==> src/rtl/assert_macros.svh <==
// Assertion macros shared by the tokenizer RTL.
// No dependencies; included by files that carry concurrent assertions.
`ifndef ASSERT_MACROS_SVH
`define ASSERT_MACROS_SVH

// Property must hold at every clock edge outside reset.
`define ASSERT_HOLDS(lbl, clk, rst, prop) \
   lbl: assert property (@(posedge clk) disable iff (rst) (prop)) \
      else $error("assertion failed");

// Consequent must hold in the cycle after the antecedent.
`define ASSERT_NEXT(lbl, clk, rst, ante, cons) \
   lbl: assert property (@(posedge clk) disable iff (rst) (ante) |=> (cons)) \
      else $error("assertion failed");

`endif

==> src/rtl/sxt_pkg.sv <==
// Shared types, codes and character-class helpers for the s-expression tokenizer.
// No dependencies.
package sxt_pkg;

   localparam int COLUMN_BITS = 16;
   localparam int LINE_BITS   = 20;

   typedef logic [COLUMN_BITS-1:0] col_type;
   typedef logic [LINE_BITS-1:0]   line_type;

   // scan modes
   localparam logic [2:0] MODE_IDLE    = 3'd0;
   localparam logic [2:0] MODE_COMMENT = 3'd1;
   localparam logic [2:0] MODE_STRING  = 3'd2;
   localparam logic [2:0] MODE_IDENT   = 3'd3;
   localparam logic [2:0] MODE_NUMBER  = 3'd4;
   localparam logic [2:0] MODE_ENDED   = 3'd5;
   localparam logic [2:0] MODE_HALTED  = 3'd6;

   // token kinds
   localparam logic [2:0] KIND_END     = 3'd0;
   localparam logic [2:0] KIND_OPEN    = 3'd1;
   localparam logic [2:0] KIND_CLOSE   = 3'd2;
   localparam logic [2:0] KIND_STRING  = 3'd3;
   localparam logic [2:0] KIND_IDENT   = 3'd4;
   localparam logic [2:0] KIND_KEYWORD = 3'd5;
   localparam logic [2:0] KIND_NUMBER  = 3'd6;
   localparam logic [2:0] KIND_ERROR   = 3'd7;

   // keyword indexes
   localparam logic [2:0] KW_NONE   = 3'd0;
   localparam logic [2:0] KW_DEFINE = 3'd1;
   localparam logic [2:0] KW_LOAD   = 3'd2;
   localparam logic [2:0] KW_LAMBDA = 3'd3;
   localparam logic [2:0] KW_SET    = 3'd4;
   localparam logic [2:0] KW_IF     = 3'd5;

   // error causes
   localparam logic [1:0] ERR_NONE     = 2'd0;
   localparam logic [1:0] ERR_BAD_CHAR = 2'd1;
   localparam logic [1:0] ERR_NL_STR   = 2'd2;
   localparam logic [1:0] ERR_END_STR  = 2'd3;

   // characters
   localparam logic [7:0] CH_SPACE  = 8'h20;
   localparam logic [7:0] CH_TAB    = 8'h09;
   localparam logic [7:0] CH_NL     = 8'h0A;
   localparam logic [7:0] CH_SEMI   = 8'h3B;
   localparam logic [7:0] CH_LPAREN = 8'h28;
   localparam logic [7:0] CH_RPAREN = 8'h29;
   localparam logic [7:0] CH_LBRACK = 8'h5B;
   localparam logic [7:0] CH_RBRACK = 8'h5D;
   localparam logic [7:0] CH_QUOTE  = 8'h22;

   // result queue
   localparam int RSP_DEPTH = 4;
   localparam int RSP_PTR_BITS = $clog2(RSP_DEPTH);
   localparam int RSP_CNT_BITS = $clog2(RSP_DEPTH + 1);

   typedef struct packed {
      logic [2:0] mode;
      logic [47:0] win;        // last six identifier chars, newest in low byte
      col_type run;
      line_type line;
      col_type col;
      col_type tok;
   } lex_state_type;

   typedef struct packed {
      logic [2:0] kind;
      logic [2:0] keyword_index;
      logic [1:0] error_cause;
      line_type line;
      col_type start_col;
      col_type end_col;
      col_type length;
      logic last;
   } rsp_type;

   function automatic col_type col_inc(input col_type v);
      return (v == {COLUMN_BITS{1'b1}}) ? v : v + 1'b1;
   endfunction

   function automatic line_type line_inc(input line_type v);
      return (v == {LINE_BITS{1'b1}}) ? v : v + 1'b1;
   endfunction

   function automatic logic is_digit(input logic [7:0] c);
      return (c >= 8'h30) && (c <= 8'h39);
   endfunction

   function automatic logic is_ident(input logic [7:0] c);
      return ((c >= 8'h41) && (c <= 8'h5A)) || ((c >= 8'h61) && (c <= 8'h7A)) ||
             (c == 8'h2B) || (c == 8'h2D) || (c == 8'h2A) || (c == 8'h2F) ||
             (c == 8'h21) || (c == 8'h3D) || (c == 8'h3C) || (c == 8'h3E) ||
             (c == 8'h26) || (c == 8'h7C) || (c == 8'h3F);
   endfunction

   function automatic logic [2:0] keyword_of(input logic [47:0] win, input col_type run);
      logic [2:0] kw;
      kw = KW_NONE;
      if (run == COLUMN_BITS'(6) && win == 48'("define")) begin
         kw = KW_DEFINE;
      end else if (run == COLUMN_BITS'(4) && win[31:0] == 32'("load")) begin
         kw = KW_LOAD;
      end else if (run == COLUMN_BITS'(6) && win == 48'("lambda")) begin
         kw = KW_LAMBDA;
      end else if (run == COLUMN_BITS'(4) && win[31:0] == 32'("set!")) begin
         kw = KW_SET;
      end else if (run == COLUMN_BITS'(2) && win[15:0] == 16'("if")) begin
         kw = KW_IF;
      end
      return kw;
   endfunction

   function automatic logic [15:0] fit16(input col_type v);
      logic [31:0] t;
      t = 32'(v);
      return t[15:0];
   endfunction

   function automatic logic [19:0] fit20(input line_type v);
      logic [31:0] t;
      t = 32'(v);
      return t[19:0];
   endfunction

endpackage

==> src/rtl/sxt_lex_step.sv <==
// Next-state and token logic for one character or end mark.
// Depends on sxt_pkg.
module sxt_lex_step (
   input  sxt_pkg::lex_state_type st,
   input  logic [7:0]             ch,
   input  logic                   at_end,
   output sxt_pkg::lex_state_type st_in,
   output sxt_pkg::rsp_type       res0,
   output sxt_pkg::rsp_type       res1,
   output logic [1:0]             res_cnt
);
   import sxt_pkg::*;

   col_type col;
   col_type after;
   logic [2:0] close_kw;
   rsp_type close_rec;
   rsp_type end_rec;

   // char handling with no token open
   logic idle_emit;
   rsp_type idle_rec;
   logic [2:0] idle_mode;
   logic idle_start;
   col_type idle_run;
   logic idle_win_load;

   logic use_idle;
   logic closed;

   function automatic rsp_type mk(input logic [2:0] kind, input logic [2:0] kw,
                                  input logic [1:0] cause, input line_type ln,
                                  input col_type s, input col_type e, input col_type len);
      rsp_type r;
      r.kind = kind;
      r.keyword_index = kw;
      r.error_cause = cause;
      r.line = ln;
      r.start_col = s;
      r.end_col = e;
      r.length = len;
      r.last = 1'b0;
      return r;
   endfunction

   assign col   = col_inc(st.col);
   assign after = col_inc(col);
   assign close_kw = keyword_of(st.win, st.run);

   always_comb begin
      close_rec = mk((st.mode == MODE_IDENT) ?
                     ((close_kw != KW_NONE) ? KIND_KEYWORD : KIND_IDENT) : KIND_NUMBER,
                     (st.mode == MODE_IDENT) ? close_kw : KW_NONE,
                     ERR_NONE, st.line, st.tok, col, st.run);
      end_rec = mk(KIND_END, KW_NONE, ERR_NONE, st.line, col, col, '0);
   end

   always_comb begin
      idle_emit = 1'b0;
      idle_rec = mk(KIND_OPEN, KW_NONE, ERR_NONE, st.line, col, after, COLUMN_BITS'(1));
      idle_mode = MODE_IDLE;
      idle_start = 1'b0;
      idle_run = '0;
      idle_win_load = 1'b0;
      priority if (ch == CH_SPACE || ch == CH_TAB || ch == CH_NL) begin
      end else if (ch == CH_SEMI) begin
         idle_mode = MODE_COMMENT;
      end else if (ch == CH_LPAREN || ch == CH_LBRACK) begin
         idle_emit = 1'b1;
      end else if (ch == CH_RPAREN || ch == CH_RBRACK) begin
         idle_emit = 1'b1;
         idle_rec.kind = KIND_CLOSE;
      end else if (ch == CH_QUOTE) begin
         idle_mode = MODE_STRING;
         idle_start = 1'b1;
      end else if (is_ident(ch)) begin
         idle_mode = MODE_IDENT;
         idle_start = 1'b1;
         idle_run = COLUMN_BITS'(1);
         idle_win_load = 1'b1;
      end else if (is_digit(ch)) begin
         idle_mode = MODE_NUMBER;
         idle_start = 1'b1;
         idle_run = COLUMN_BITS'(1);
      end else begin
         idle_emit = 1'b1;
         idle_rec.kind = KIND_ERROR;
         idle_rec.error_cause = ERR_BAD_CHAR;
         idle_mode = MODE_HALTED;
      end
   end

   always_comb begin
      st_in = st;
      res0 = end_rec;
      res1 = end_rec;
      res_cnt = 2'd0;
      use_idle = 1'b0;
      closed = 1'b0;

      priority if (st.mode == MODE_HALTED) begin
      end else if (st.mode == MODE_ENDED) begin
         if (at_end) begin
            res_cnt = 2'd1;
         end
      end else if (at_end) begin
         unique case (st.mode)
            MODE_STRING: begin
               res0 = mk(KIND_ERROR, KW_NONE, ERR_END_STR, st.line, st.tok, col, st.run);
               res_cnt = 2'd1;
               st_in.mode = MODE_HALTED;
            end
            MODE_IDENT, MODE_NUMBER: begin
               res0 = close_rec;
               res_cnt = 2'd2;
               st_in.mode = MODE_ENDED;
            end
            default: begin
               res_cnt = 2'd1;
               st_in.mode = MODE_ENDED;
            end
         endcase
      end else begin
         unique case (st.mode)
            MODE_COMMENT: begin
               if (ch == CH_NL) begin
                  st_in.mode = MODE_IDLE;
               end
            end
            MODE_STRING: begin
               if (ch == CH_QUOTE) begin
                  res0 = mk(KIND_STRING, KW_NONE, ERR_NONE, st.line, st.tok, after, st.run);
                  res_cnt = 2'd1;
                  st_in.mode = MODE_IDLE;
               end else if (ch == CH_NL) begin
                  res0 = mk(KIND_ERROR, KW_NONE, ERR_NL_STR, st.line, st.tok, col, st.run);
                  res_cnt = 2'd1;
                  st_in.mode = MODE_HALTED;
               end else begin
                  st_in.run = col_inc(st.run);
               end
            end
            MODE_IDENT: begin
               if (is_ident(ch)) begin
                  st_in.run = col_inc(st.run);
                  st_in.win = {st.win[39:0], ch};
               end else begin
                  closed = 1'b1;
                  use_idle = 1'b1;
               end
            end
            MODE_NUMBER: begin
               if (is_digit(ch)) begin
                  st_in.run = col_inc(st.run);
               end else begin
                  closed = 1'b1;
                  use_idle = 1'b1;
               end
            end
            default: begin
               use_idle = 1'b1;
            end
         endcase

         if (closed) begin
            res0 = close_rec;
            res_cnt = 2'd1;
         end
         if (use_idle) begin
            st_in.mode = idle_mode;
            if (idle_start) begin
               st_in.tok = col;
               st_in.run = idle_run;
            end
            if (idle_win_load) begin
               st_in.win = {40'b0, ch};
            end
            if (idle_emit) begin
               if (closed) begin
                  res1 = idle_rec;
                  res_cnt = 2'd2;
               end else begin
                  res0 = idle_rec;
                  res_cnt = 2'd1;
               end
            end
         end

         if (ch == CH_NL) begin
            st_in.col = '0;
            st_in.line = line_inc(st.line);
         end else begin
            st_in.col = col;
         end
      end

      res0.last = (res_cnt == 2'd1);
      res1.last = 1'b1;
   end

endmodule

==> src/rtl/sxt_rsp_fifo.sv <==
// Small result queue: takes up to two results per cycle, hands out one per beat.
// Depends on sxt_pkg and assert_macros.svh.
`include "assert_macros.svh"
module sxt_rsp_fifo (
   input  logic                                clock,
   input  logic                                reset,
   input  logic [1:0]                          push_cnt,
   input  sxt_pkg::rsp_type                    push0,
   input  sxt_pkg::rsp_type                    push1,
   input  logic                                pop,
   output sxt_pkg::rsp_type                    head,
   output logic [sxt_pkg::RSP_CNT_BITS-1:0]    count
);
   import sxt_pkg::*;

   rsp_type mem_ff [RSP_DEPTH];
   logic [RSP_PTR_BITS-1:0] wr_ff, wr_in;
   logic [RSP_PTR_BITS-1:0] rd_ff, rd_in;
   logic [RSP_CNT_BITS-1:0] cnt_ff, cnt_in;
   logic [RSP_PTR_BITS-1:0] wr_nxt;

   assign wr_nxt = wr_ff + 1'b1;
   assign wr_in  = wr_ff + RSP_PTR_BITS'(push_cnt);
   assign rd_in  = rd_ff + RSP_PTR_BITS'(pop);
   assign cnt_in = cnt_ff + RSP_CNT_BITS'(push_cnt) - RSP_CNT_BITS'(pop);

   always_ff @(posedge clock) begin
      if (reset) begin
         wr_ff  <= '0;
         rd_ff  <= '0;
         cnt_ff <= '0;
      end else begin
         wr_ff  <= wr_in;
         rd_ff  <= rd_in;
         cnt_ff <= cnt_in;
      end
   end

   always_ff @(posedge clock) begin
      if (push_cnt != 2'd0) begin
         mem_ff[wr_ff] <= push0;
      end
      if (push_cnt == 2'd2) begin
         mem_ff[wr_nxt] <= push1;
      end
   end

   assign head  = mem_ff[rd_ff];
   assign count = cnt_ff;

   `ASSERT_HOLDS(a_cnt_bound, clock, reset, cnt_ff <= RSP_CNT_BITS'(RSP_DEPTH))
   `ASSERT_HOLDS(a_no_overflow, clock, reset, (32'(cnt_ff) + 32'(push_cnt)) <= RSP_DEPTH)
   `ASSERT_HOLDS(a_no_underflow, clock, reset, !(pop && cnt_ff == '0))

endmodule

==> src/rtl/s_expression_tokenizer_top.sv <==
// A token is queued when the character ending it is taken; rsp_ shows the queue head.
// Throughput: one character per cycle when not stalled; results leave one per beat, so a
// character that yields two tokens (run end plus open/close/error/end) takes two beats.
// req_stall rises when the four-entry result queue has fewer than two free slots.
// Reset (synchronous, active high) clears scan state, counters, window and queue.
//
// Top level of the s-expression tokenizer. Depends on sxt_pkg, sxt_lex_step,
// sxt_rsp_fifo and assert_macros.svh.
`include "assert_macros.svh"
module s_expression_tokenizer_top (
   input  logic        clock,
   input  logic        reset,
   // character beats
   input  logic        req_valid,
   output logic        req_stall,
   input  logic [7:0]  req_ch,
   input  logic        req_at_end,
   // token beats
   output logic        rsp_valid,
   input  logic        rsp_stall,
   output logic [2:0]  rsp_kind,
   output logic [2:0]  rsp_keyword_index,
   output logic [1:0]  rsp_error_cause,
   output logic [19:0] rsp_line,
   output logic [15:0] rsp_start_column,
   output logic [15:0] rsp_end_column,
   output logic [15:0] rsp_token_length,
   output logic        rsp_last_of_run
);
   import sxt_pkg::*;

   // Scanner state: mode, keyword window, run length, line/column, token start.
   lex_state_type state_ff, state_in;

   rsp_type res0, res1, head;
   logic [1:0] res_cnt;
   logic [1:0] push_cnt;
   logic [RSP_CNT_BITS-1:0] q_count;
   logic accept;
   logic pop;

   // Every beat must find room for two tokens, so stall once fewer are free.
   assign req_stall = (q_count > RSP_CNT_BITS'(RSP_DEPTH - 2));
   assign accept    = req_valid && !req_stall;

   // One-pass step: all token decisions for this beat come from the current state.
   sxt_lex_step u_step (
      .st      (state_ff),
      .ch      (req_ch),
      .at_end  (req_at_end),
      .st_in   (state_in),
      .res0    (res0),
      .res1    (res1),
      .res_cnt (res_cnt)
   );

   // State only advances on an accepted beat.
   always_ff @(posedge clock) begin
      if (reset) begin
         state_ff.mode <= MODE_IDLE;
         state_ff.win  <= '0;
         state_ff.run  <= '0;
         state_ff.line <= '0;
         state_ff.col  <= '0;
         state_ff.tok  <= '0;
      end else if (accept) begin
         state_ff <= state_in;
      end
   end

   assign push_cnt = accept ? res_cnt : 2'd0;
   assign pop      = rsp_valid && !rsp_stall;

   // Result queue decouples the output handshake from the scanner.
   sxt_rsp_fifo u_fifo (
      .clock    (clock),
      .reset    (reset),
      .push_cnt (push_cnt),
      .push0    (res0),
      .push1    (res1),
      .pop      (pop),
      .head     (head),
      .count    (q_count)
   );

   assign rsp_valid         = (q_count != '0);
   assign rsp_kind          = head.kind;
   assign rsp_keyword_index = head.keyword_index;
   assign rsp_error_cause   = head.error_cause;
   assign rsp_line          = fit20(head.line);
   assign rsp_start_column  = fit16(head.start_col);
   assign rsp_end_column    = fit16(head.end_col);
   assign rsp_token_length  = fit16(head.length);
   assign rsp_last_of_run   = head.last;

   // After an error the scanner stays silent until reset.
   `ASSERT_NEXT(a_halt_sticky, clock, reset, state_ff.mode == MODE_HALTED, state_ff.mode == MODE_HALTED)
   `ASSERT_NEXT(a_end_sticky, clock, reset, state_ff.mode == MODE_ENDED, state_ff.mode == MODE_ENDED)
   `ASSERT_HOLDS(a_halt_quiet, clock, reset, !(state_ff.mode == MODE_HALTED && push_cnt != 2'd0))
   `ASSERT_NEXT(a_line_mono, clock, reset, 1'b1, state_ff.line >= $past(state_ff.line))

endmodule
==> config.mk <==
export PLATFORM = sky130hd
export DESIGN_NAME = s_expression_tokenizer_top
export DESIGN_NICKNAME = d
export VERILOG_FILES = /design/src/rtl/sxt_pkg.sv /design/src/rtl/sxt_lex_step.sv /design/src/rtl/sxt_rsp_fifo.sv /design/src/rtl/s_expression_tokenizer_top.sv
export VERILOG_INCLUDE_DIRS = /design/src /design/src/rtl
export SDC_FILE = /design/constraint.sdc
export NUM_CORES = 1
export LEC_CHECK = 0
export BUFFER_PORTS_ARGS = -buffer_cell sky130_fd_sc_hd__buf_2
export CAP_MARGIN = 25
export CORE_MARGIN = 2
export CORE_UTILIZATION = 35
export CTS_CLUSTER_DIAMETER = 200
export DETAILED_ROUTE_END_ITERATION = 10
export SLEW_MARGIN = 30
export SYNTH_ARGS = -nofsm -noshare
export SYNTH_HDL_FRONTEND = slang
export SYNTH_SLANG_ARGS = --single-unit
export TNS_END_PERCENT = 10
==> constraint.sdc <==
create_clock -name clock -period 5.1 [get_ports clock]
set_input_delay 0.255 -clock clock [delete_from_list [all_inputs] [get_ports clock]]
set_output_delay 0.255 -clock clock [all_outputs]
set_load 0.1 [all_outputs]
==> key figures, run 1 <==
Synth
  – Synth top area cells: edfxtp_1, dfxtp_1, mux4_2
  – Avg Inst Size Synth: 10.2 um^2
  – Register area share after synthesis: between 50% and 60%
  – Post-synth EDFFs: 228
  – Syn Nets: 2114
  – Post-synth top flop: edfxtp_1
  – Post-synth cell types: just over 80
  – Share of the synthesized area in the top cell type: 32.2%
  – Synth warn: 0
  – Post-Syn Area: 21300 um^2
  – Synth Register Bits: roughly 430
  – Synth area leader: edfxtp_1
  – Mapped Cells: 2089
  – FFs w/ async S/R, synth: 0%

Final layout
  – Final Cell Area: about 24000 um^2
  – P&R area growth vs syn: 14.4%
  – Most common cell after layout, fill and taps aside: nand2_1
  – Nets: 2165
  – Most frequent cells in the layout: nand2_1, edfxtp_1, dfxtp_1
  – Layout cells sized above 1: 16.5%
  – Antenna diodes: 0
  – Fill cell count: 5757

Global route
  – Largest net degree at the start of global routing: 72
  – First-pass GRT wire length: 97400 um
  – Grt ovf: 0
  – Total global routing track utilization: approximately 20%
  – Vias in the first global route: 16538
  – Antenna violations before repair: 3

STA
  – Final Critical Period: between 4000 and 5000 ps
  – Fin crit share: 89.6%
  – Setup TNS: 0 ps
  – Endpoints failing setup: 0
  – Slew margin rel.: 34.6%
  – Final Slew Violations: 0
  – Final hold vios: 0
  – RSZ-0062 raised after global routing: false
  – Clk_skew: 16.8 ps
  – Max Freq: 219 MHz
  – Least-Margin Pin Slew: about 980 ps

CTS
  – Clk buf depth: 3
  – Clk root buf: clkbuf_16
  – Worst-Skew Late Latency: 580 ps
  – CTS sink cnt: 434
  – CTS H-tree depth: 2
  – Reg clk slew, reported paths: approximately 60 ps
  – Num CTS Buffers: 46
  – Setup Buffers After CTS: 0
  – Resized cells post-CTS: 0
  – # hold bufs at CTS: 0
  – CTS tree: built

Floorplan
  – I/O pin count: 92
  – Core area: 60200 um^2
  – Die Wd: 251 um
  – Starting density of the core: 35.3%
  – # rows: 90
  – Die area: roughly 63000 um^2
  – Die Span Y: 251 um

Worst setup path
  – Worst path arrival time: 4860 ps
  – R2R Path End: u_fifo.mem_ff[1][18]
  – Type of the worst setup path: flop to flop
  – Worst Setup EP: u_fifo.mem_ff[1][18]
  – Critical-path cell list: ha_1 -> nand4_1 -> o21ai_0 -> nand2_1 -> inv_1 -> ha_1 -> o21ai_1 -> or4_1 -> or3_1 -> nand2_2 -> o22a_1 -> o22ai_1
  – R2R Setup Slk: 530 ps
  – Crit-path slowest cell: or4_1
  – RR Startpoint: state_ff[16]
  – CP Launch Type: flop
  – WP depth: 12
  – Crit path from: state_ff[16]
  – Critical path required time: 5390 ps
  – Delay-heaviest family, CP: simple AND/OR/NAND/NOR gates
  – WP buf/inv: 1
  – CP dominant cell by count: ha_1
  – Worst stage delay on the critical path: 650 ps
  – Worst Setup End Kind: flop
  – Critical Path Fanout Max: 14
  – R2R cell count: 12

Drt
  – 1st-pass router iterations: 6
  – DR vias/cell: 5.78
  – Vias post-DR: about 17000
  – Post-route ant nets: 0
  – Post-DR wirelength/cell: 21.5 um
  – DRT Wirelength: 63500 um
  – DR iter-0 viols: 1618
  – # DRC: 0

Power and ir drop
  – Total power: around 12 mW
  – Combinational Power Share: 37.0%
  – Pwr dens: 500 nW/um^2
  – Maximum vdd drop: 0.000309 V
  – Reg power frac: approximately 35%
  – Sw frac: between 40% and 50%
  – Clock share of power: 27.6%
  – Switch Pwr: ~5.1 mW
  – Leakage: 7.77 nW
  – P_int: 7.06 mW

Worst hold path
  – Hold crit path type: input port to flop

Place
  – # port buffers: 91
  – DP HPWL: roughly 43000 um
  – Placed inst area: 22800 um^2
  – GP Congestion: between 0.9 and 1

Run status
  – Status: finished, final reports clean

Run
  – Max-cap check violation count: 0
[cell families after synthesis]
| family | count (synthesis) | synth area share [%] |
|---|---|---|
| and+or+nand+nor | 799 | 18.6 |
| AOI/OAI and AO/OA | 514 | 14.6 |
| DFF | 434 | 51.6 |
| buffers and inverters | 190 | 3.52 |
| muxes | 104 | 9.44 |
| xor gates and xnor gates | 36 | 1.48 |
| adders and majority gates | 12 | 0.741 |
[how the worst min path moves through the flow]
stage                           start            to  slack, ps  cells past startpoint
after floorplan           state_ff[0]   state_ff[0]        430                      2
after global placement    state_ff[2]   state_ff[2]        440                      2
after detailed placement  state_ff[0]   state_ff[0]        440                      2
after CTS                   req_ch[6]  state_ff[74]         50                      3
after global routing        req_ch[5]  state_ff[73]         90                      3
final                       req_ch[6]  state_ff[74]         80                      3
[routing by layer]
metal	up-vias	part of all wire (%)	track usage [%]
met5	-	0.036	0
met4	4	2.5	5.97
met3	115	7.6	3.90
met2	719	47	32.3
met1	8365	43	26.4
li1	7909	-	-
[synth_stat cells (all sizes together) (4+ instances only)]
cell type and n:
a211oi 12, a21oi 134, a221oi 17, a22oi 18
a31oi 12, a32oi 6, and2 87, and3 11
and4 7, buf 33, clkbuf 129, dfxtp 206
edfxtp 228, ha 11, inv 28, mux2 4
mux2i 23, mux4 77, nand2 258, nand2b 11
nand3 121, nand3b 5, nand4 26, nand4b 4
nor2 138, nor2b 14, nor3 46, nor3b 8
nor4 16, nor4b 5, nor4bb 4, o211ai 4
o21a 6, o21ai 163, o21bai 4, o22a 11
o22ai 87, o31ai 7, or3 23, or4 7
xnor2 21, xor2 15
[per-stage QoR]
stage / utilization (%) / cells / worst slack, ps / hold slack, ps
floorplan: - / 2089 / 259 / 433
global placement: 37.8 / 2871 / 727 / 445
detailed placement: 37.9 / 2873 / 605 / 444
CTS: 40.4 / 2957 / 588 / 48.8
global route: 40.4 / 2958 / 156 / 85.7
finish: 40.4 / 2958 / 530 / 78.1
[tightest hold or removal path: cells and delay by family]
family | cells | cell delay [ps]
buffers and inverters | 1 | 180
muxes | 1 | 100
and+or+nand+nor | 1 | 70
[cell type report]
| type | instances | area [um^2] | share of cell area (%) |
|---|---|---|---|
| Sequential cell | 434 | 11000 | 45.1 |
| Clock buffer | 63 | 1310 | 5.36 |
| Multi-Input combinational cell | 1465 | 9680 | 39.8 |
| Clock inverter | 21 | 196 | 0.807 |
| Timing Repair Buffer | 165 | 1100 | 4.53 |
| Tap cell | 782 | 978 | 4.02 |
| Inverter | 28 | 106 | 0.437 |
[power groups by stage]
stage | sequential, mW | combinational [mW] | clock, mW
2_1_floorplan | 4.27 | 3.49 | 0
3_3_place_gp | 4.43 | 4.42 | 0
3_5_place_dp | 4.43 | 4.46 | 0
4_1_cts | 4.35 | 4.46 | 3.43
5_1_grt | 4.34 | 4.70 | 3.56
6_report | 4.31 | 4.51 | 3.36
[state kept, by name, indices dropped and copies added, names as in the netlist]
register	count
u_fifo.mem_ff	308
state_ff	119
u_fifo.count	3
u_fifo.rd_ff	2
u_fifo.wr_ff	2
Note: power is estimated with default switching activity, not from simulation.
==> run 2, diff against run 1 <==
--- a/config.mk
+++ b/config.mk
@@ -6,7 +6,7 @@
 export SDC_FILE = /design/constraint.sdc
 export NUM_CORES = 1
 export LEC_CHECK = 0
-export BUFFER_PORTS_ARGS = -buffer_cell sky130_fd_sc_hd__buf_2
+export BUFFER_PORTS_ARGS = -buffer_cell sky130_fd_sc_hd__buf_4
 export CAP_MARGIN = 25
 export CORE_MARGIN = 2
 export CORE_UTILIZATION = 35
==> run 2 against run 1 <==
Non-clock buffer count is 1 lower. Clock power hardly changed. First-iteration DRC count is 7.0% higher. Clock-buffer cell count is 3 higher. Flip-flop and latch count stayed put. Cell area is 0.76% higher. Highest routed layer unchanged.
==> key figures, run 2 (synthesis gave the netlist of run 1 again) <==
Run status
  – Status: finished, final reports clean

Drt
  – DR vias/cell: 5.75 (-0.54%)
  – Met2 Routed Length: 30100 um (+0.44%)
  – Vias post-DR: 17036 (-0.44%)
  – # DRC: 0 (unchanged)
  – DR iter-0 viols: 1732 (+7.0%)
  – Top layer in use: met5
  – DR WL met3: 4590 um (-5.6%)
  – M1 wire length: 27500 um (+1.6%)
  – DRT Wirelength: 63800 um (+0.33%)
  – Post-DR wirelength/cell: 21.5 um (+0.23%)
  – Post-route ant nets: 0 (unchanged)
  – 1st-pass router iterations: 5 (-1)

Worst setup path
  – R2R Path End: u_fifo.mem_ff[2][27]
  – RR Startpoint: state_ff[16]
  – Worst path arrival time: 5010 ps (+150 ps)
  – Worst stage delay on the critical path: 650 ps (about the same)
  – Worst Setup EP: u_fifo.mem_ff[2][27]
  – Worst Setup End Kind: flop
  – WP buf/inv: 1 (unchanged)
  – R2R Setup Slk: 400 ps (-130 ps)
  – Crit-path slowest cell: or4_1
  – Critical-path cell list: ha_1 -> nand4_1 -> o21ai_0 -> nand2_1 -> inv_1 -> ha_1 -> o21ai_1 -> or4_1 -> or3_1 -> nand2_2 -> o22a_1 -> o22ai_1
  – CP dominant cell by count: ha_1
  – Critical Path Fanout Max: 14 (unchanged)
  – WP depth: 12 (unchanged)
  – Type of the worst setup path: flop to flop
  – Crit path from: state_ff[16]
  – Delay-heaviest family, CP: simple AND/OR/NAND/NOR gates
  – CP Launch Type: flop
  – Critical path required time: 5410 ps (+20 ps)
  – R2R cell count: 12 (unchanged)

CTS
  – # hold bufs at CTS: 6 (+6)
  – Worst-Skew Late Latency: 590 ps (about the same)
  – CTS tree: built
  – CTS H-tree depth: 2 (unchanged)
  – CTS sink cnt: 434 (unchanged)
  – Reg clk slew, reported paths: 60 ps (about the same)
  – Clk buf depth: 3 (unchanged)
  – Resized cells post-CTS: 0 (unchanged)
  – Setup Buffers After CTS: 0 (unchanged)
  – Num CTS Buffers: 47 (+2.2%)
  – Clk root buf: clkbuf_16

Final layout
  – Most common cell after layout, fill and taps aside: nand2_1
  – Nets: 2165 (unchanged)
  – Most frequent cells in the layout: nand2_1, edfxtp_1, dfxtp_1
  – Layout cells sized above 1: 16.4% (-0.16 points)
  – Multi-input logic area: 9690 um^2 (about the same)
  – Layout Utilization: 40.7% (+0.31 points)
  – Max reg flops: 308 (unchanged)
  – Fill cell count: 5740 (-0.30%)
  – Reg area: 11000 um^2 (unchanged)
  – Antenna diodes: 0 (unchanged)
  – Top reg by flops: u_fifo.mem_ff
  – P&R area growth vs syn: 15.3%

STA
  – Least-Margin Pin Slew: 986 ps (+7.82 ps)
  – Final hold vios: 0 (unchanged)
  – Slew margin rel.: 32.4% (-2.2 points)
  – Clk_skew: 19.5 ps (+2.72 ps)
  – Setup TNS: 0 ps (unchanged)
  – Fin crit share: 92.2% (+2.6 points)
  – Final Slew Violations: 0 (unchanged)
  – Final Critical Period: 4700 ps (+132 ps)
  – Endpoints failing setup: 0 (unchanged)
  – Max Freq: 213 MHz (-2.8%)
  – RSZ-0062 raised after global routing: false

Floorplan
  – I/O pin count: 92 (unchanged)
  – Die Span Y: 251 um (unchanged)
  – Core area: 60200 um^2 (unchanged)
  – Die Wd: 251 um (unchanged)
  – # rows: 90 (unchanged)
  – Die area: 62800 um^2 (unchanged)
  – Starting density of the core: 35.3% (unchanged)

Global route
  – Grt ovf: 0 (unchanged)
  – Largest net degree at the start of global routing: 63 (-13%)
  – Total global routing track utilization: 20.1% (+0.31 points)
  – Antenna violations before repair: 2 (-1)
  – First-pass GRT wire length: 98800 um (+1.4%)
  – Vias in the first global route: 16574 (+0.22%)

Place
  – DP HPWL: 42200 um (-1.2%)
  – GP Congestion: 0.928 (+1.3%)
  – # port buffers: 91 (unchanged)

Run
  – Max-cap check violation count: 0 (unchanged)

Power and ir drop
  – Leakage: 7.80 nW (+0.30%)
  – Maximum vdd drop: 0.000337 V (+9.0%)
  – Pwr dens: 501 nW/um^2 (+0.31%)
  – Total power: 12.3 mW (+1.1%)

Worst hold path
  – Hold crit path type: input port to flop
==> run 2: changes by cell type in the layout (fill, tap and decap cells not counted), sizes merged, moves of 2 or more <==
cell         previous run  this run
dlygate4sd3             0         6
inv                    30        33
clkinvlp                1         3
clkinv                 15        12
clkbuf                 63        66
buf                   165       158
==> run 2: report_power, final <==
part	switching, mW	internal (mW)	leakage [nW]
registers	0.248	4.10	3.78
logic	3.47	1.12	3.28
clock network	1.45	1.92	0.736
total	5.16	7.14	7.80
==> run 2: worst min path at each step <==
stage                           start           end  slack [ps]  depth (start not counted)
after floorplan           state_ff[0]   state_ff[0]         430                          2
after global placement    state_ff[2]   state_ff[2]         440                          2
final                       req_ch[0]  state_ff[68]          30                          3
after CTS                   req_ch[0]  state_ff[68]           3                          3
after global routing        req_ch[0]  state_ff[68]          30                          3
after detailed placement  state_ff[2]   state_ff[2]         450                          2
==> run 2: worst min-delay path: stages <==
cell,delay [ps]
buf_4,160
mux2i_1,90
nor2_1,80
==> run 2: routing by layer <==
| metal | global-route usage, % | up-vias |
|---|---|---|
| met5 | 0 | - |
| met1 | 27.3 | 8340 |
| met2 | 32.2 | 657 |
| met4 | 6.31 | 2 |
| met3 | 3.99 | 126 |
| li1 | - | 7911 |
==> run 2: layout make-up <==
type                    count  area share [%]
multi-input cells        1465            39.5
clock inverters            22           0.790
repair buffers            164            5.18
flip-flops and latches    434            44.7
well taps                 782            3.99
inverters                  28           0.428
clock buffers              66            5.37
==> run 2: through the flow <==
| stage | instance area [um^2] | cells | hold WS [ps] | worst slack, ps |
|---|---|---|---|---|
| 4_1_cts | 24500 | 2961 | 3.34 | 504 |
| 5_1_grt | 24500 | 2961 | 32.2 | 109 |
| 3_3_place_gp | 22900 | 2867 | 443 | 609 |
| 6_report | 24500 | 2961 | 25.4 | 398 |
| 2_1_floorplan | 21300 | 2089 | 433 | 259 |
| 3_5_place_dp | 23000 | 2867 | 450 | 484 |
==> run 3, diff against run 2 <==
==> constraint.sdc (replaced) <==
create_clock -name clock -period 4.7 [get_ports clock]
set_input_delay 0.235 -clock clock [delete_from_list [all_inputs] [get_ports clock]]
set_output_delay 0.235 -clock clock [all_outputs]
set_load 0.1 [all_outputs]
==> run 3 against run 2 <==
Core utilization up 0.34 points. Clock skew is 8.0 ps lower. Setup slack worse by 3.6 ps. Highest routed layer is now met4. Sequential share of layout area down 0.37 points. Cell area increased by 0.83%. Sequential power is 8.3% higher. Clock-buffer cell count down 1. Die area stayed put. Via count grew 1.1%.
==> key figures, run 3 (synthesis gave the netlist of run 1 again) <==
Drt
  – DRT Wirelength: 64100 um (+0.54%)
  – M1 wire length: 28100 um (+2.2%)
  – 1st-pass router iterations: 6 (+1)
  – DR iter-0 viols: 1775 (+2.5%)
  – Post-DR wirelength/cell: 21.6 um (+0.20%)
  – DR WL met3: 4790 um (+4.4%)
  – Vias post-DR: 17225 (+1.1%)
  – Top layer in use: met4
  – # DRC: 0 (unchanged)
  – Post-route ant nets: 0 (unchanged)
  – Met2 Routed Length: 29500 um (-2.0%)
  – DR vias/cell: 5.80 (+0.77%)

CTS
  – Worst-Skew Late Latency: 580 ps (about the same)
  – CTS tree: built
  – CTS H-tree depth: 2 (unchanged)
  – CTS sink cnt: 434 (unchanged)
  – Clk root buf: clkbuf_16
  – Clk buf depth: 3 (unchanged)
  – Reg clk slew, reported paths: 60 ps (about the same)
  – Num CTS Buffers: 47 (unchanged)

Final layout
  – Top reg by flops: u_fifo.mem_ff
  – Antenna diodes: 0 (unchanged)
  – Most common cell after layout, fill and taps aside: nand2_1
  – Fill cell count: 5701 (-0.68%)
  – Final Cell Area: 24700 um^2 (+0.83%)
  – Reg area: 11000 um^2 (unchanged)
  – Multi-input logic area: 9690 um^2 (unchanged)
  – P&R area growth vs syn: 16.3%
  – Layout cells sized above 1: 16.8% (+0.38 points)
  – Most frequent cells in the layout: nand2_1, edfxtp_1, dfxtp_1
  – Nets: 2178 (+0.60%)
  – Max reg flops: 308 (unchanged)

STA
  – Final Critical Period: 4310 ps (-396 ps)
  – Least-Margin Pin Slew: 973 ps (-13.0 ps)
  – Endpoints failing setup: 0 (unchanged)
  – Slew margin rel.: 34.9% (+2.4 points)
  – RSZ-0062 raised after global routing: false
  – Clk_skew: 11.6 ps (-7.99 ps)
  – Setup TNS: 0 ps (unchanged)
  – Fin crit share: 91.6% (-0.59 points)
  – Final Slew Violations: 0 (unchanged)
  – Max Freq: 232 MHz (+9.2%)
  – Final hold vios: 0 (unchanged)

Run status
  – Status: finished, final reports clean

Global route
  – First-pass GRT wire length: 98400 um (-0.38%)
  – Largest net degree at the start of global routing: 62 (-1.6%)
  – Antenna violations before repair: 1 (-1)
  – Total global routing track utilization: 19.9% (-0.12 points)
  – Vias in the first global route: 16541 (-0.20%)
  – Grt ovf: 0 (unchanged)

Worst setup path
  – R2R Path End: u_fifo.mem_ff[0][20]
  – Crit path from: state_ff[16]
  – Type of the worst setup path: flop to flop
  – CP dominant cell by count: ha_1
  – RR Startpoint: state_ff[16]
  – CP Launch Type: flop
  – R2R cell count: 13 (+1)
  – Worst stage delay on the critical path: 690 ps (+40 ps)
  – Crit-path slowest cell: a21oi_1
  – Critical-path cell list: ha_1 -> nand4_1 -> nor4_4 -> mux2i_1 -> inv_1 -> ha_1 -> o21ai_1 -> or4_1 -> or3_1 -> buf_4 -> a21oi_2 -> a21oi_1 -> a22oi_1
  – Worst path arrival time: 4580 ps (-430 ps)
  – Critical path required time: 4980 ps (-430 ps)
  – Worst Setup End Kind: flop
  – R2R Setup Slk: 390 ps (about the same)
  – Worst Setup EP: u_fifo.mem_ff[0][20]
  – Critical Path Fanout Max: 14 (unchanged)

Floorplan
  – Die Wd: 251 um (unchanged)
  – Starting density of the core: 35.3% (unchanged)
  – Core area: 60200 um^2 (unchanged)
  – # rows: 90 (unchanged)
  – I/O pin count: 92 (unchanged)
  – Die Span Y: 251 um (unchanged)
  – Die area: 62800 um^2 (unchanged)

Power and ir drop
  – Pwr dens: 547 nW/um^2 (+9.0%)
  – Maximum vdd drop: 0.000312 V (-7.3%)
  – Leakage: 7.90 nW (+1.3%)

Place
  – DP HPWL: 42300 um (+0.24%)
  – GP Congestion: 0.939 (+1.2%)
  – Placed inst area: 23100 um^2 (+0.68%)
  – # port buffers: 91 (unchanged)

Run
  – Max-cap check violation count: 0 (unchanged)

Worst hold path
  – Hold Crit Start: req_ch[1]
  – WHS Path Cells: 3 (unchanged)
  – Hold crit path type: input port to flop
-- run 3: changes by cell type in the layout (fill, tap and decap cells not counted), sizes merged --
cell	before	now
clkbuf	66	65
bufinv	2	4
buf	158	171
clkinv	12	13
inv	33	28
-- run 3: final cells by class --
type / count / area share (%)
sequential: 434 / 44.4
multi-input combinational: 1465 / 39.2
inverter: 28 / 0.425
clock buffer: 65 / 5.44
clock inverter: 20 / 0.845
timing repair buffer: 177 / 5.79
tap: 782 / 3.96
-- run 3: power breakdown --
| group | switching [mW] | internal, mW | total, mW |
|---|---|---|---|
| combinational | 3.80 | 1.25 | 5.05 |
| clock | 1.54 | 2.22 | 3.76 |
| sequential | 0.260 | 4.45 | 4.71 |
-- run 3: worst min-delay path by stage --
stage	endpoint	slack [ps]
global route	state_ff[69]	30
detailed placement	state_ff[108]	450
global placement	state_ff[2]	440
finish	state_ff[69]	30
floorplan	state_ff[0]	430
CTS	state_ff[69]	7
-- run 3: worst max-delay path, delay by kind of cell, from the launching register on --
family                     cells  cell delay [ps]
AOI/OAI and AO/OA              4             1150
and+or+nand+nor                4             1110
adders and majority gates      2              650
DFF                            1              450
buffers and inverters          2              330
muxes                          1              300
-- run 3: per-layer routing --
metal	track usage (%)	up-vias
li1	-	7948
met1	28.0	8446
met2	31.5	707
met3	3.56	124
met4	5.68	0
met5	0	-
-- run 3: timing repair --
| item | in CTS | in global routing |
|---|---|---|
| resized for setup | 0 | 2 |
| hold endpoints to repair | 6 | 0 |
| endpoints found under the setup margin | 0 | 2 |
| setup buffers | 0 | 0 |
| hold buffers | 6 | 0 |
-- run 3: stage by stage --
step	power (mW)	instances	hold slack [ps]	setup slack (ps)	utilization (%)
2_1_floorplan	8.41	2089	433	61.9	-
3_3_place_gp	9.80	2880	444	260	38.3
3_5_place_dp	9.84	2880	448	442	38.4
4_1_cts	13.6	2971	7.35	414	41.0
5_1_grt	14.0	2971	30.3	23.8	41.1
6_report	13.5	2971	29.7	394	41.1
